$ cat src/sv/fhrp_pkg.sv
// ----------------------------------------------------------------------------
// fhrp_pkg
// Shared widths, reset values, item codes, status codes and configuration
// indices of the frame history and refresh predictor.
// ----------------------------------------------------------------------------
package fhrp_pkg;

  localparam int unsigned TimeW   = 62;
  localparam int unsigned IntvW   = 20;
  localparam int unsigned FrameW  = 63;
  localparam int unsigned AgeW    = 24;
  localparam int unsigned CfgW    = 24;
  localparam int unsigned CfgAddrW = 2;
  localparam int unsigned EntryW  = TimeW + IntvW;
  localparam int unsigned DivCntW = 6;

  localparam logic [IntvW-1:0] DefIntvReset = 20'd16667;
  localparam logic [AgeW-1:0]  MaxAgeReset  = 24'd150000;

  typedef enum logic [1:0] {
    OP_BEGIN   = 2'd0,
    OP_RECORD  = 2'd1,
    OP_LOOKUP  = 2'd2,
    OP_PREDICT = 2'd3
  } op_t;

  typedef enum logic [1:0] {
    ST_OK     = 2'd0,
    ST_MISS   = 2'd1,
    ST_NOTIME = 2'd2,
    ST_RSVD   = 2'd3
  } status_t;

  typedef enum logic [CfgAddrW-1:0] {
    CFG_DEF_INTERVAL = 2'd0,
    CFG_MAX_AGE      = 2'd1
  } cfg_idx_t;

endpackage

$ cat src/sv/fhrp_hist_mem.sv
// ----------------------------------------------------------------------------
// fhrp_hist_mem
// History ring storage: one write port, one read port, registered read data.
// ----------------------------------------------------------------------------
module fhrp_hist_mem #(
  parameter int unsigned DEPTH = 16,
  parameter int unsigned AW    = 4
) (
  input  logic                          clk,
  input  logic                          we,
  input  logic [AW-1:0]                 waddr,
  input  logic [fhrp_pkg::EntryW-1:0]   wdata,
  input  logic                          re,
  input  logic [AW-1:0]                 raddr,
  output logic [fhrp_pkg::EntryW-1:0]   rdata
);

  logic [fhrp_pkg::EntryW-1:0] mem [DEPTH];

  // write entry
  always_ff @(posedge clk) begin
    if (we) begin
      mem[waddr] <= wdata;
    end
  end

  // read entry into registered read data
  always_ff @(posedge clk) begin
    if (re) begin
      rdata <= mem[raddr];
    end
  end

endmodule

$ cat src/sv/fhrp_rem_div.sv
// ----------------------------------------------------------------------------
// fhrp_rem_div
// Restoring remainder unit: one dividend bit per cycle.
// ----------------------------------------------------------------------------
module fhrp_rem_div (
  input  logic                        clk,
  input  logic                        rst_n,
  input  logic                        start,
  input  logic [fhrp_pkg::TimeW-1:0]  dividend,
  input  logic [fhrp_pkg::IntvW-1:0]  divisor,
  output logic                        done,
  output logic [fhrp_pkg::IntvW-1:0]  rem
);

  localparam logic [fhrp_pkg::DivCntW-1:0] LastCnt =
    fhrp_pkg::DivCntW'(fhrp_pkg::TimeW - 1);

  logic                          busy_r;
  logic [fhrp_pkg::DivCntW-1:0]  cnt_r;
  logic [fhrp_pkg::TimeW-1:0]    num_r;
  logic [fhrp_pkg::IntvW-1:0]    den_r;
  logic [fhrp_pkg::IntvW-1:0]    rem_r;
  logic                          done_r;
  logic [fhrp_pkg::IntvW:0]      trial;
  logic [fhrp_pkg::IntvW:0]      diff;

  // shift in next dividend bit and try subtract
  always_comb begin
    trial = {rem_r, num_r[fhrp_pkg::TimeW-1]};
    diff  = trial - {1'b0, den_r};
  end

  always_ff @(posedge clk) begin
    if (!rst_n) begin
      busy_r <= 1'b0;
      done_r <= 1'b0;
      cnt_r  <= '0;
    end else begin
      done_r <= 1'b0;
      if (start) begin
        busy_r <= 1'b1;
        cnt_r  <= '0;
        num_r  <= dividend;
        den_r  <= divisor;
        rem_r  <= '0;
      end else if (busy_r) begin
        num_r <= {num_r[fhrp_pkg::TimeW-2:0], 1'b0};
        if (trial >= {1'b0, den_r}) begin
          rem_r <= diff[fhrp_pkg::IntvW-1:0];
        end else begin
          rem_r <= trial[fhrp_pkg::IntvW-1:0];
        end
        cnt_r <= cnt_r + 1'b1;
        if (cnt_r == LastCnt) begin
          busy_r <= 1'b0;
          done_r <= 1'b1;
        end
      end
    end
  end

  assign done = done_r;
  assign rem  = rem_r;

endmodule

$ cat src/sv/frame_history_refresh_predictor.sv
// ----------------------------------------------------------------------------
// frame_history_refresh_predictor
// Ring of recent frame timings with lookup, record and refresh prediction.
// ----------------------------------------------------------------------------
//  channel  | ports                                   | handshake
//  ---------+-----------------------------------------+--------------------
//  input    | in_op, in_frame_number, in_*_in, base   | start & !busy
//  result   | out_status, out_*                       | out_valid, 1 cycle
//  config   | cfg_we, cfg_addr, cfg_wdata             | cfg_we
//
//  Begin and record: result in the cycle after the item, busy stays low.
//  Lookup: one memory read into the registered read data, then the result register.
//  Predict: walk of older entries, newest first, at one memory read a cycle,
//  then the remainder unit when the time is advanced.
//  Reset is synchronous; history entries are cleared only by begin items.
//  The receiver takes every result; there is no output stall.
// ----------------------------------------------------------------------------
module frame_history_refresh_predictor #(
  parameter int unsigned HISTORY_DEPTH = 16
) (
  input  logic                          clk,
  input  logic                          rst_n,
  input  logic                          start,
  output logic                          busy,
  input  logic [1:0]                    in_op,
  input  logic signed [62:0]            in_frame_number,
  input  logic [61:0]                   in_presentation_time_in,
  input  logic [19:0]                   in_refresh_interval_in,
  input  logic [61:0]                   in_base_time,
  output logic                          out_valid,
  output logic [1:0]                    out_status,
  output logic [61:0]                   out_presentation_time_out,
  output logic [19:0]                   out_refresh_interval_out,
  output logic signed [62:0]            out_frame_counter_out,
  output logic signed [62:0]            out_history_start_out,
  input  logic                          cfg_we,
  input  logic [1:0]                    cfg_addr,
  input  logic [23:0]                   cfg_wdata
);

  localparam int unsigned AW = $clog2(HISTORY_DEPTH);
  localparam int unsigned VW = $clog2(HISTORY_DEPTH + 1);
  localparam int unsigned TW = fhrp_pkg::TimeW;
  localparam int unsigned IW = fhrp_pkg::IntvW;
  localparam int unsigned FW = fhrp_pkg::FrameW;
  localparam logic [AW-1:0] LastPos = AW'(HISTORY_DEPTH - 1);
  localparam logic [VW-1:0] FullCnt = VW'(HISTORY_DEPTH);
  localparam logic [TW-1:0] TimeMax = '1;

  typedef enum logic [2:0] {
    S_IDLE,
    S_LOOK,
    S_WALK,
    S_DIV
  } state_t;

  // ring position minus an offset below the depth
  function automatic logic [AW-1:0] ring_sub(input logic [AW-1:0] p,
                                             input logic [AW-1:0] b);
    logic [AW:0] t;
    if (p >= b) begin
      t = {1'b0, p} - {1'b0, b};
    end else begin
      t = {1'b0, p} + (AW+1)'(HISTORY_DEPTH) - {1'b0, b};
    end
    return t[AW-1:0];
  endfunction

  state_t             state_r, state_nxt;
  logic [IW-1:0]      def_intv_r;
  logic [23:0]        max_age_r;
  logic [FW-1:0]      fc_r, fc_nxt;
  logic [AW-1:0]      pos_r, pos_nxt;
  logic [VW-1:0]      vcnt_r, vcnt_nxt;
  logic [IW-1:0]      carry_r, carry_nxt;
  logic signed [63:0] limit_r, limit_nxt;
  logic [TW-1:0]      base_r, base_nxt;
  logic [VW-1:0]      k_r, k_nxt;
  logic               dv_r, dv_nxt;
  logic [IW-1:0]      iv_r, iv_nxt;

  logic               out_valid_r, out_valid_nxt;
  logic [1:0]         out_status_r, out_status_nxt;
  logic [TW-1:0]      out_pt_r, out_pt_nxt;
  logic [IW-1:0]      out_iv_r, out_iv_nxt;
  logic [FW-1:0]      out_fc_r, out_fc_nxt;
  logic [FW-1:0]      out_hs_r, out_hs_nxt;

  logic                      mem_we, mem_re;
  logic [AW-1:0]             mem_waddr, mem_raddr;
  logic [fhrp_pkg::EntryW-1:0] mem_wdata, mem_rdata;
  logic [TW-1:0]             rd_pt;
  logic [IW-1:0]             rd_iv;

  logic                div_start, div_done;
  logic [TW-1:0]       div_num;
  logic [IW-1:0]       div_den;
  logic [IW-1:0]       div_rem;

  logic                accept;
  logic signed [63:0]  frame_s, fc_s, back;
  logic                hit;
  logic [AW-1:0]       slot;
  logic [IW-1:0]       ev_iv;
  logic [TW:0]         adv_sum;

  assign accept = start && !busy;
  assign rd_pt  = mem_rdata[fhrp_pkg::EntryW-1:IW];
  assign rd_iv  = mem_rdata[IW-1:0];

  // history membership of the addressed frame
  always_comb begin
    frame_s = {in_frame_number[FW-1], in_frame_number};
    fc_s    = {fc_r[FW-1], fc_r};
    back    = fc_s - frame_s;
    hit     = (frame_s <= fc_s) && (back < 64'(vcnt_r));
    slot    = ring_sub(pos_r, back[AW-1:0]);
  end

  // next state, memory accesses and result
  always_comb begin
    ev_iv   = (rd_iv == '0) ? carry_r : rd_iv;
    adv_sum = {1'b0, base_r} + (TW+1)'(iv_r) - (TW+1)'(div_rem);
    state_nxt = state_r;
    fc_nxt    = fc_r;
    pos_nxt   = pos_r;
    vcnt_nxt  = vcnt_r;
    carry_nxt = carry_r;
    limit_nxt = limit_r;
    base_nxt  = base_r;
    k_nxt     = k_r;
    dv_nxt    = 1'b0;
    iv_nxt    = iv_r;
    mem_we    = 1'b0;
    mem_waddr = slot;
    mem_wdata = {in_presentation_time_in, in_refresh_interval_in};
    mem_re    = 1'b0;
    mem_raddr = slot;
    div_start = 1'b0;
    div_num   = base_r - rd_pt;
    div_den   = ev_iv;
    out_valid_nxt  = 1'b0;
    out_status_nxt = fhrp_pkg::ST_OK;
    out_pt_nxt     = '0;
    out_iv_nxt     = '0;

    unique case (state_r)
      S_IDLE: begin
        if (accept) begin
          unique case (fhrp_pkg::op_t'(in_op))
            fhrp_pkg::OP_BEGIN: begin
              fc_nxt    = fc_r + 1'b1;
              pos_nxt   = (pos_r == LastPos) ? '0 : pos_r + 1'b1;
              vcnt_nxt  = (vcnt_r < FullCnt) ? vcnt_r + 1'b1 : vcnt_r;
              mem_we    = 1'b1;
              mem_waddr = pos_nxt;
              mem_wdata = '0;
              out_valid_nxt = 1'b1;
            end
            fhrp_pkg::OP_RECORD: begin
              out_valid_nxt = 1'b1;
              if (hit) begin
                mem_we     = 1'b1;
                out_pt_nxt = in_presentation_time_in;
                out_iv_nxt = in_refresh_interval_in;
              end else begin
                out_status_nxt = fhrp_pkg::ST_MISS;
              end
            end
            fhrp_pkg::OP_LOOKUP: begin
              if (hit) begin
                mem_re    = 1'b1;
                state_nxt = S_LOOK;
              end else begin
                out_valid_nxt  = 1'b1;
                out_status_nxt = fhrp_pkg::ST_MISS;
              end
            end
            fhrp_pkg::OP_PREDICT: begin
              carry_nxt = def_intv_r;
              limit_nxt = $signed({2'b00, in_base_time}) - $signed({40'd0, max_age_r});
              base_nxt  = in_base_time;
              k_nxt     = '0;
              state_nxt = S_WALK;
            end
            default: ;
          endcase
        end
      end
      S_LOOK: begin
        out_valid_nxt = 1'b1;
        out_pt_nxt    = rd_pt;
        out_iv_nxt    = rd_iv;
        state_nxt     = S_IDLE;
      end
      S_WALK: begin
        if (dv_r && rd_pt != '0) begin
          // walk stops at the first known time
          carry_nxt = ev_iv;
          if ($signed({2'b00, rd_pt}) > limit_r) begin
            if (rd_pt < base_r && ev_iv != '0) begin
              iv_nxt    = ev_iv;
              div_start = 1'b1;
              state_nxt = S_DIV;
            end else begin
              out_valid_nxt = 1'b1;
              out_pt_nxt    = rd_pt;
              out_iv_nxt    = ev_iv;
              state_nxt     = S_IDLE;
            end
          end else begin
            out_valid_nxt  = 1'b1;
            out_status_nxt = fhrp_pkg::ST_NOTIME;
            out_iv_nxt     = ev_iv;
            state_nxt      = S_IDLE;
          end
        end else begin
          if (dv_r) begin
            carry_nxt = ev_iv;
          end
          if (k_r < vcnt_r) begin
            // issue read of the next older entry
            mem_re    = 1'b1;
            mem_raddr = ring_sub(pos_r, k_r[AW-1:0]);
            k_nxt     = k_r + 1'b1;
            dv_nxt    = 1'b1;
          end else if (!dv_r) begin
            out_valid_nxt  = 1'b1;
            out_status_nxt = fhrp_pkg::ST_NOTIME;
            out_iv_nxt     = carry_r;
            state_nxt      = S_IDLE;
          end
        end
      end
      S_DIV: begin
        if (div_done) begin
          out_valid_nxt = 1'b1;
          out_iv_nxt    = iv_r;
          if (div_rem == '0) begin
            out_pt_nxt = base_r;
          end else if (adv_sum[TW]) begin
            out_pt_nxt = TimeMax;
          end else begin
            out_pt_nxt = adv_sum[TW-1:0];
          end
          state_nxt = S_IDLE;
        end
      end
      default: state_nxt = S_IDLE;
    endcase

    out_fc_nxt = fc_nxt;
    out_hs_nxt = fc_nxt + 1'b1 - FW'(vcnt_nxt);
  end

  // hold state, configuration and registered outputs
  always_ff @(posedge clk) begin
    if (!rst_n) begin
      state_r     <= S_IDLE;
      def_intv_r  <= fhrp_pkg::DefIntvReset;
      max_age_r   <= fhrp_pkg::MaxAgeReset;
      fc_r        <= '1;
      pos_r       <= LastPos;
      vcnt_r      <= '0;
      dv_r        <= 1'b0;
      k_r         <= '0;
      out_valid_r <= 1'b0;
    end else begin
      state_r     <= state_nxt;
      fc_r        <= fc_nxt;
      pos_r       <= pos_nxt;
      vcnt_r      <= vcnt_nxt;
      dv_r        <= dv_nxt;
      k_r         <= k_nxt;
      out_valid_r <= out_valid_nxt;
      if (cfg_we) begin
        if (cfg_addr == fhrp_pkg::CFG_DEF_INTERVAL) begin
          def_intv_r <= cfg_wdata[IW-1:0];
        end else if (cfg_addr == fhrp_pkg::CFG_MAX_AGE) begin
          max_age_r <= cfg_wdata;
        end
      end
    end
    carry_r      <= carry_nxt;
    limit_r      <= limit_nxt;
    base_r       <= base_nxt;
    iv_r         <= iv_nxt;
    out_status_r <= out_status_nxt;
    out_pt_r     <= out_pt_nxt;
    out_iv_r     <= out_iv_nxt;
    out_fc_r     <= out_fc_nxt;
    out_hs_r     <= out_hs_nxt;
  end

  fhrp_hist_mem #(
    .DEPTH (HISTORY_DEPTH),
    .AW    (AW)
  ) u_mem (
    .clk   (clk),
    .we    (mem_we),
    .waddr (mem_waddr),
    .wdata (mem_wdata),
    .re    (mem_re),
    .raddr (mem_raddr),
    .rdata (mem_rdata)
  );

  fhrp_rem_div u_div (
    .clk      (clk),
    .rst_n    (rst_n),
    .start    (div_start),
    .dividend (div_num),
    .divisor  (div_den),
    .done     (div_done),
    .rem      (div_rem)
  );

  assign busy                      = (state_r != S_IDLE);
  assign out_valid                 = out_valid_r;
  assign out_status                = out_status_r;
  assign out_presentation_time_out = out_pt_r;
  assign out_refresh_interval_out  = out_iv_r;
  assign out_frame_counter_out     = out_fc_r;
  assign out_history_start_out     = out_hs_r;

`ifndef NO_ASSERTIONS
  a_vcnt_bound: assert property (@(posedge clk) disable iff (!rst_n)
    vcnt_r <= FullCnt)
    else $error("valid count beyond ring depth");

  a_div_state: assert property (@(posedge clk) disable iff (!rst_n)
    div_done |-> state_r == S_DIV)
    else $error("remainder done outside divide state");

  a_status_code: assert property (@(posedge clk) disable iff (!rst_n)
    out_valid |-> (out_status == fhrp_pkg::ST_OK || out_status == fhrp_pkg::ST_MISS ||
                   out_status == fhrp_pkg::ST_NOTIME))
    else $error("reserved status code on result");

  a_predict_busy: assert property (@(posedge clk) disable iff (!rst_n)
    (accept && in_op == fhrp_pkg::OP_PREDICT) |=> busy && !out_valid)
    else $error("predict item did not enter walk");
`endif

endmodule
$ cat config.mk
export PLATFORM = sky130hd
export DESIGN_NAME = frame_history_refresh_predictor
export DESIGN_NICKNAME = d
export VERILOG_FILES = /design/src/sv/fhrp_pkg.sv /design/src/sv/fhrp_hist_mem.sv /design/src/sv/fhrp_rem_div.sv /design/src/sv/frame_history_refresh_predictor.sv
export SDC_FILE = /design/constraint.sdc
export NUM_CORES = 2
export LEC_CHECK = 0
export ABC_AREA = 1
export BUFFER_PORTS_ARGS = -buffer_cell sky130_fd_sc_hd__buf_2
export CAP_MARGIN = 20
export CORE_ASPECT_RATIO = 1.4
export CORE_UTILIZATION = 30
export DETAILED_ROUTE_END_ITERATION = 8
export PLACE_DENSITY_LB_ADDON = 0.15
export SLEW_MARGIN = 0
export SYNTH_ARGS = -nofsm -noshare
export SYNTH_HDL_FRONTEND = slang
export SYNTH_SLANG_ARGS = --single-unit
$ cat constraint.sdc
create_clock -name clk -period 13.65 [get_ports clk]
set_input_delay 2.73 -clock clk [delete_from_list [all_inputs] [get_ports clk]]
set_output_delay 2.73 -clock clk [all_outputs]
set_load 0.05 [all_outputs]
==> results.md <==
* Htree depth at 4
* WS Path Type: in -> reg
* Worst-Margin Slew at approximately 1.1 ns
* IO buf count at 450
* Post-Syn Area at between 100000 and 150000 um^2
* Synth Register Bits at ~2000
* Hold depth at 2
* Post-synthesis sequential area ratio at 0.557
* Period utilization at 0.612
* Synthesized net count at 11300
* Largest net degree at the start of global routing at between 150 and 200
* Drt drc at 0
* Global-route wire length before repair at around 570 mm
* Max VDD drop at roughly 0.12 mV
* Placeable core area at between 300000 and 400000 um^2
* Ys Warns at 0
* CP most frequent cell: nand2_1
* CP endpoint kind: flip-flop
* Chip Height at between 600 and 700 um
* CTS buffer count at around 220
* Hold-fix buffers, CTS at 0
* Final Routed Wirelength at 402 mm
* Total power draw at between 15 and 20 mW
* Final setup vio count at 0
* Max-Cap Viols at 0
* Area contributors post-synth: edfxtp_1 (49%), dfxtp_1 (6.7%), nand2_1 (6.7%)
* Gpl congestion at about 0.96
* Most frequent cells in the layout: nand2_1 (1820), edfxtp_1 (1661), inv_1 (1530)
* Adder-Cell Fraction of Synth Area at 0.0525
* FF-to-FF path depth at 17
* Die width at between 400 and 500 um
* Post-synthesis xor/xnor area fraction at 0.0299
* Final Hold Viols at 0
* CP max-delay cell: buf_4
* Pre-CTS WS at between 4 and 5 ns
* Type of origin of the critical path: input pin
* Num Clock Sinks at around 2000
* Post-synthesis simple-gate area fraction at 0.157
* Critical Path AT at slightly below 9 ns
* Setup TNS at 0 ns
* Setup Buffers After CTS at 0
* Hold Startpoint: max_age_r[2]
* Root buf cell: clkbuf_16
* Critical path peak fanout at 33
* Initial Util at 0.302
* Avg Synthesized Cell Area at 9.53 um^2
* DRT iter0 DRCs at around 6500
* Post-CTS sizing at 0
* Reg2reg start: u_mem.rdata[66]
* Ports at between 400 and 500
* Via Count at 79600
* Commonest non-fill, non-tap cell in the layout: nand2_1
* Largest family of logic cells by synthesized area: simple AND/OR/NAND/NOR gates
* Min Tclk post-route at 8.35 ns
* Antenna Nets Post-Route at 0
* Power per cell area at 155 nW/um^2
* Worst Hold End: max_age_r[2]
* Layout cells sized above 1 at 0.104
* Yosys top cell by area: edfxtp_1
* Site Rows at approximately 250
* Die area at approximately 340000 um^2
* Slew headroom at 0.249
* Clk_lat worst skew at 0.95 ns
* Fmax at about 120 MHz
* DP HPWL at around 290 mm
* Crit Reg-Reg Endpoint: u_mem.rdata[14]
* Worst path required time at 14.21 ns
* Mapped Cells at ~11000
* Fin Clk Skew at approximately 0.12 ns
* Hold Crit Class: reg -> reg
* DR vias/cell at approximately 5
* Post-synth ARST share at 0
* Longest Clk Path Bufs at 4
* Post-synthesis mux area share at 0
* EDFF count, synth at roughly 1700
* Synth Area in Compound Gates at 0.129
* Top_reg_cell synth: edfxtp_1
* Total Routing Usage GR at 0.229
* Area Growth Syn to Fin at 14.5%
* Post-DR wirelength/cell at between 20 and 30 um
* Drt pass-1 iters at 6
* Nets at roughly 12000
* Leak pwr at about 47 nW
* Number of global-route vias before repair at a little under 80000
* Flop2flop setup slack at between 6 and 7 ns
* Worst path max stage delay at between 0.6 and 0.7 ns
* Status: completed
* Synth cell types at 60
* CTS tree: done
* Total gr overflow at 0
* Clk slew on worst S/H paths at 0.06 ns
* Post-synth top area share at 0.490
* Initial antenna violation count at 35
* Unrepaired setup endpoints after global routing: false
* Final worst slack at roughly 5.3 ns
* Count of final max-slew check failures at 0
## worst max-delay path, delay by kind of cell
kind	cells	cell delay, ns
adders and majority gates	1	0.40
buffers and inverters	5	1.48
and+or+nand+nor	19	4.17
## cell type report
class | count | area [um^2]
Clock inverter | 110 | 1080
Tap cell | 4445 | 5560
Inverter | 1563 | 5890
Multi-Input combinational cell | 6746 | 37800
Clock buffer | 276 | 5960
Fill cell | 34400 | 221000
Timing Repair Buffer | 593 | 3460
Antenna cell | 10 | 25.0
Sequential cell | 2004 | 56700
## cells in the mapped netlist (84+ instances only)
library cell	count
a21oi_1	484
a31oi_1	84
buf_2	118
clkbuf_1	210
dfxtp_1	343
edfxtp_1	1661
ha_1	384
inv_1	1532
nand2_1	1822
nand3_1	453
nor2_1	1101
nor3_1	98
o211ai_1	697
o21ai_0	688
or2_2	169
xnor2_1	143
xor2_1	203
## stage by stage
step	utilization	hold WS [ns]	cell area, um^2	instances
2_1_floorplan	-	0.429	102000	10700
3_3_place_gp	0.324	0.446	109000	15300
3_5_place_dp	0.324	0.451	109000	15300
4_1_cts	0.345	0.459	116000	15700
5_1_grt	0.346	0.487	117000	15700
6_report	0.346	0.460	117000	15700
## worst max-delay path by stage
stage,from,slack [ns],endpoint,cells past startpoint
floorplan,in_frame_number[0],2.62,u_mem.rdata[0],17
CTS,in_frame_number[22],5.44,u_mem.mem[10][24],25
global placement,in_frame_number[22],4.37,u_mem.mem[10][62],25
finish,in_frame_number[22],5.30,u_mem.mem[10][24],25
detailed placement,in_frame_number[22],4.44,u_mem.mem[10][53],23
global route,in_frame_number[22],4.99,u_mem.mem[10][21],25
## report_power, final
group	internal, mW	switching (mW)	total [mW]
logic	1.30	3.67	4.97
clock network	3.42	2.56	5.98
registers	6.95	0.108	7.05
## routing by layer
layer / routed length (um) / GRT usage / up-vias
li1: - / - / 37400
met1: 169000 / 0.290 / 39300
met2: 197000 / 0.398 / 2306
met3: 18200 / 0.0227 / 569
met4: 17600 / 0.0918 / 6
met5: 43 / 0 / -
## registers in the layout (all words and copies together) (netlist names), 2 cells and up
signal / count
u_mem.mem: 1312
u_mem.rdata: 82
fc_r: 63
limit_r: 63
out_frame_counter_out: 63
out_history_start_out: 63
base_r: 62
out_presentation_time_out: 62
u_div.num_r: 62
max_age_r: 24
carry_r: 20
def_intv_r: 20
iv_r: 20
out_refresh_interval_out: 20
u_div.den_r: 20
u_div.rem: 20
u_div.cnt_r: 6
k_r: 5
vcnt_r: 5
pos_r: 4
out_status: 2
state_r: 2
## kinds of logic (layout without fill, tap and decap cells)
| group | Yosys count | after routing |
|---|---|---|
| AND/OR/NAND/NOR | 3830 | 3830 |
| AO/OA/AOI/OAI | 2158 | 2158 |
| flip-flops | 2004 | 2004 |
| buffers and inverters | 1933 | 2542 |
| adder cells (fa/ha/maj) | 411 | 411 |
| XOR/XNOR | 347 | 347 |
| other | 0 | 10 |
Note: power is estimated with default switching activity, not from simulation.
